**src/rtl/llrb_pkg.sv**
```systemverilog
// Package for the line log ring buffer: constants, state type and control bundles.
`default_nettype none

package llrb_pkg;

  localparam int DEF_LINE_SLOTS = 64;
  localparam int DEF_LINE_BYTES = 80;

  localparam int CHAR_W  = 8;
  localparam int INDEX_W = 6;
  localparam int POS_W   = 7;
  localparam int COUNT_W = 7;

  localparam int IN_DATA_W  = 24;
  localparam int OUT_DATA_W = 24;

  localparam logic [CHAR_W-1:0] CH_LF  = 8'd10;
  localparam logic [CHAR_W-1:0] CH_CR  = 8'd13;
  localparam logic [CHAR_W-1:0] CH_NUL = 8'd0;

  localparam logic CMD_APPEND = 1'b0;
  localparam logic CMD_READ   = 1'b1;

  typedef enum logic [2:0] {
    ST_CLEAR,
    ST_IDLE,
    ST_DECODE,
    ST_COPY,
    ST_COPY_END,
    ST_RD_ADDR,
    ST_RD_MEM,
    ST_DONE
  } state_t;

  typedef struct packed {
    logic clear_step;
    logic take_item;
    logic append;
    logic copy_step;
    logic copy_end;
    logic rd_addr;
    logic rd_mem;
    logic load_out;
  } ctrl_cmd_t;

  typedef struct packed {
    logic clear_done;
    logic is_read;
    logic is_term;
    logic pend_empty;
    logic pend_full;
    logic copy_last;
    logic out_free;
  } ctrl_sts_t;

endpackage

`default_nettype wire

```
**src/rtl/llrb_ctrl.sv**
```systemverilog
// Controller state machine for the line log ring buffer.
`default_nettype none

module llrb_ctrl import llrb_pkg::*; (
  input  wire logic      clk,
  input  wire logic      rst,
  input  wire logic      in_valid,
  input  wire ctrl_sts_t sts,
  output ctrl_cmd_t      cmd,
  output logic           in_ready
);

  state_t state, state_next;

  always_ff @(posedge clk) begin
    if (rst) begin
      state <= ST_CLEAR;
    end else begin
      state <= state_next;
    end
  end

  always_comb begin
    state_next = state;
    case (state)
      ST_CLEAR: begin
        if (sts.clear_done) state_next = ST_IDLE;
      end
      ST_IDLE: begin
        if (in_valid) state_next = ST_DECODE;
      end
      ST_DECODE: begin
        if (sts.is_read) begin
          state_next = ST_RD_ADDR;
        end else if (sts.is_term && !sts.pend_empty) begin
          state_next = ST_COPY;
        end else begin
          state_next = ST_DONE;
        end
      end
      ST_COPY: begin
        if (sts.copy_last) state_next = ST_COPY_END;
      end
      ST_COPY_END: state_next = ST_DONE;
      ST_RD_ADDR:  state_next = ST_RD_MEM;
      ST_RD_MEM:   state_next = ST_DONE;
      ST_DONE: begin
        if (sts.out_free) state_next = ST_IDLE;
      end
      default: state_next = ST_CLEAR;
    endcase
  end

  always_comb begin
    cmd      = '0;
    in_ready = 1'b0;
    case (state)
      ST_CLEAR: cmd.clear_step = 1'b1;
      ST_IDLE: begin
        in_ready      = 1'b1;
        cmd.take_item = in_valid;
      end
      ST_DECODE:   cmd.append = !sts.is_read && !sts.is_term && !sts.pend_full;
      ST_COPY:     cmd.copy_step = 1'b1;
      ST_COPY_END: cmd.copy_end = 1'b1;
      ST_RD_ADDR:  cmd.rd_addr = 1'b1;
      ST_RD_MEM:   cmd.rd_mem = 1'b1;
      ST_DONE:     cmd.load_out = sts.out_free;
      default:     cmd = '0;
    endcase
  end

endmodule

`default_nettype wire

```
**config.mk**
```make
export PLATFORM = sky130hd
export DESIGN_NAME = llrb_ctrl
export DESIGN_NICKNAME = d
export VERILOG_FILES = /design/src/rtl/llrb_pkg.sv /design/src/rtl/llrb_ctrl.sv
export SDC_FILE = /design/constraint.sdc
export NUM_CORES = 1
export LEC_CHECK = 0
export ABC_CLOCK_PERIOD_IN_PS = 1700
export BUFFER_PORTS_ARGS = -buffer_cell sky130_fd_sc_hd__buf_2
export CAP_MARGIN = 30
export CORE_AREA = 8 8 45 47
export DETAILED_ROUTE_END_ITERATION = 16
export DIE_AREA = 0 0 53 55
export SETUP_SLACK_MARGIN = 0.3
export SYNTH_ARGS = -nofsm -noshare
export SYNTH_HDL_FRONTEND = slang
export SYNTH_SLANG_ARGS = --single-unit
export TNS_END_PERCENT = 10
```
**constraint.sdc**
```tcl
create_clock -name clk -period 1.7 [get_ports clk]
set_clock_uncertainty 0.2 [all_clocks]
set_input_delay 0.085 -clock clk [delete_from_list [all_inputs] [get_ports clk]]
set_output_delay 0.085 -clock clk [all_outputs]
set_load 0.01 [all_outputs]
```
== After elaboration in Yosys (flattened, before gate mapping) ==
Index checks and enable logic that the tools add are counted.
Storage, ports and cells
  register bits: 3
  input port bits: 10
  output and inout bits: 9
  word-level logic and storage cells: 38
Operators by class
  eq/ne operators: 11
  muxes and demuxes: 16
  reductions and logical operators: 10
Operators with widths (number)
  $pmux 3 s7: 1
  $mux 3: 6
  $eq 3x3->1 const B: 4
  $mux 1: 9
  $ne 2x2->1 const B: 4
  $eq 3x2->1 const B: 2
  $logic_not 1->1: 4
  $reduce_and 4->1: 1
  $eq 3x1->1 const B: 1
  $logic_and 1x1->1: 3
  $logic_not 3->1: 1
  $reduce_or 2->1: 1

== Logic depth before layout (Yosys ltp) ==
  depth in word-level cells: 5
  gate-level depth with buffers: 5
  gate-level depth less buffers: 4

== Least setup slack after synthesis ==
OpenSTA, ideal clock, no wires.
  path kind: flip-flop to output port
  start: register state[2]
  end: output port cmd[5] in the netlist's numbering
  arrival time: 1.173 ns
  required time: 1.415 ns
  setup slack: 0.242 ns
  cell stages (with the launch flop): 4
  path buffers: 1
  cells stage by stage: dfxtp_1 > clkbuf_2 > or4b_1 > nor3_2
RTL lines
  start, declared: RTL line llrb_ctrl.sv:13  | state_t state, state_next;
  start signal, assigned: RTL line llrb_ctrl.sv:19  | state <= state_next;
  end, declared: RTL line llrb_ctrl.sv:9  | output ctrl_cmd_t cmd,

==> impl_metrics.csv <==
group,metric,value,unit
clocking,cts_buffer_depth,2,
synthesis,yosys.area_share.simple,47.0,%
floorplanning,die_x,53,um
power,power_per_cell_area,1060,nW/um2
power,p_comb_share,53.2,%
drt,num_vias,356,
power,clkPwrFrac,24.8,%
finish,final_common_cell,"buf_2",
synthesis,muxShareOfSynthArea,3.16,%
floorplanning,core,1380,um2
placement,place_hpwl,655,um
placement,portBuffers,18,
power,cellInternalPower,0.316,mW
synthesis,syn-num-nets,46,
power,p_leak,0.235,nW
worst_setup_path,cp_data_required_time,1410,ps
finish,diodes,0,
timing,setup_viol,0,
global_routing,grt_pass1_vias,335,
timing,finalHoldViolCount,0,
timing,tns,0,ps
clocking,root_buffer,"clkbuf_4",
worst_setup_path,cp_max_fo,2,
timing,slew_headroom,84.5,%
synthesis,synth_xor_area_share,0,%
floorplanning,core.rowCount,14,
synthesis,synth_seq_cells,3,
finish,largest_reg_flops,3,
global_routing,grt_pass1_wl,1330,um
drt,drt-total-wl,891,um
synthesis,synth_top_family_by_area,"simple AND/OR/NAND/NOR gates",
worst_setup_path,critPathCaptureType,"output pin",
clocking,numCtsBuffers,3,
timing,min_period,1620,ps
timing,fin_crit_sh,95.1,%
global_routing,antenna_found_initial,0,
floorplanning,chipHeight,55,um
floorplanning,dieArea,2920,um2
global_routing,grt_max_degree,13,
finish,areaGrowthSynthToFinish,50.2,%
finish,top_register,"state",
run,max_cap_viol_count,0,
floorplanning,start_util,22.9,%
drt,wl_per_cell,11.6,um
synthesis,syn-mean-instance-area,8.79,um2
power,seqPwrFrac,21.9,%
worst_setup_path,crit_path_start_kind,"flop",
synthesis,syn-cell-area,317,um2
finish,layout_common_cells,"buf_2 (18), buf_4 (5), a21oi_1 (3), clkbuf_4 (3), dfxtp_4 (3)",
synthesis,synthCells,36,
worst_setup_path,cp_data_arrival_time,1330,ps
finish,drive_gt1_share,54.1,%
drt,via_per_inst,4.62,
synthesis,synthAdderAreaFrac,0,%
worst_setup_path,crit_type,"flop to output pin",
clocking,cts_tree,"yes",
finish,stdcell_count,77,
clocking,clkTransAtPathRegs,40,ps
global_routing,grt_overflow,0,
worst_hold_path,hp-class,"input pin to flop",
timing,maxSlewViolCount,0,
drt,drc,0,
finish,nNetsFinal,72,
drt,drtIter0Drc,2,
worst_setup_path,r2r_setup_slack,130,ps
drt,dr.pass1.iters,4,
timing,clock.fmax,619,MHz
clocking,cts.sinks,3,
power,ir_drop,0.246,mV
synthesis,synth_compound_area_share,14.2,%
placement,routabilityCongestion,0.697,
global_routing,grt_usage,6.38,%
placement,dp.cells,69,
floorplanning,pin_count,19,
timing,tightest_slew,231,ps
synthesis,synth_cell_type_count,26,
synthesis,ys.warnings.count,0,
timing,rsz0062_at_grt,"true",
power,total_power,0.503,mW
outcome,status,"finished clean",
synthesis,ys_seq_area_share,19.0,%
power,p_sw,0.187,mW
drt,ant_nets,0,
power,swShare,37.1,%
clocking,htreeDepth,1,
clocking,worstSkewPairLatency,230,ps
finish,post-route-util,34.4,%
finish,largestRegisters,"state x3",
kinds of logic (layout without fill, tap and decap cells):
group                  count (synthesis)  in the layout
AOI/OAI and AO/OA                      7              7
DFF                                    3              3
and+or+nand+nor                       21             21
buffers and inverters                  4             29
muxes                                  1              1
per-stage QoR:
step	hold slack [ps]	setup WS (ps)	area, um2
after detailed placement	94.9	185	393
final	27.7	83.3	475
after floorplan	-42.9	242	317
after global routing	59.4	40.0	475
after global placement	106	204	393
after CTS	12.9	67.8	457
synth_stat cells:
cell type / count / area (um2)
a21oi_1: 3 / 15.0
dfxtp_1: 3 / 60.1
and3b_1: 2 / 17.5
nand2b_1: 2 / 12.5
nor2_1: 2 / 7.51
nor3_1: 2 / 10.0
nor3b_1: 2 / 15.0
or4b_1: 2 / 20.0
a311oi_1: 1 / 8.76
a31oi_1: 1 / 6.26
and2_1: 1 / 6.26
and2_2: 1 / 7.51
and3_1: 1 / 6.26
and4_1: 1 / 8.76
buf_6: 1 / 11.3
bufbuf_16: 1 / 32.5
clkbuf_2: 1 / 5.00
inv_1: 1 / 3.75
mux2i_1: 1 / 10.0
nand2_1: 1 / 3.75
nand3_1: 1 / 5.00
nor2b_1: 1 / 6.26
nor3_2: 1 / 10.0
nor4_2: 1 / 12.5
o21a_1: 1 / 7.51
o31ai_1: 1 / 7.51
path summary, 6_finish.rpt:
check             depth (start not counted)  endpoint     start
hold reg to reg                           2  state[0]  state[0]
setup reg to reg                          4  state[2]  state[0]
hold / removal                            3  state[0]    sts[6]
setup / recovery                          3    cmd[5]  state[2]
metal layers:
metal | global-route usage [%] | vias to the layer above | routed length [um]
met5 | 0 | - | 0
li1 | - | 184 | -
met3 | 3.21 | 0 | 108
met1 | 5.60 | 159 | 337
met2 | 10.4 | 13 | 444
met4 | 6.47 | 0 | 0
power by group through the flow:
stage	combinational, mW	sequential (mW)	clock, mW
2_1_floorplan	0.200	0.108	0
3_5_place_dp	0.200	0.126	0
4_1_cts	0.242	0.109	0.131
5_1_grt	0.291	0.112	0.135
6_report	0.268	0.110	0.125
3_3_place_gp	0.198	0.128	0
worst max-delay path: stages, from the launching register on:
cell	delay [ps]
dfxtp_4	330
or4b_4	530
nor3_2	100
buf_2	140
timing repair:
action,CTS,global route
setup endpoints to repair,12,10
resized for setup,6,2
buffers inserted,2,1
hold buffers,1,0
endpoints found under the hold margin,3,0
layout make-up:
class	count	area (um2)
Fill cell	146	908
Multi-Input combinational cell	29	216
Timing Repair Buffer	24	138
Sequential cell	3	71.3
Clock buffer	4	26.3
Tap cell	16	20.0
Inverter	1	3.75
No activity file was read; power rests on OpenSTA's default activity.
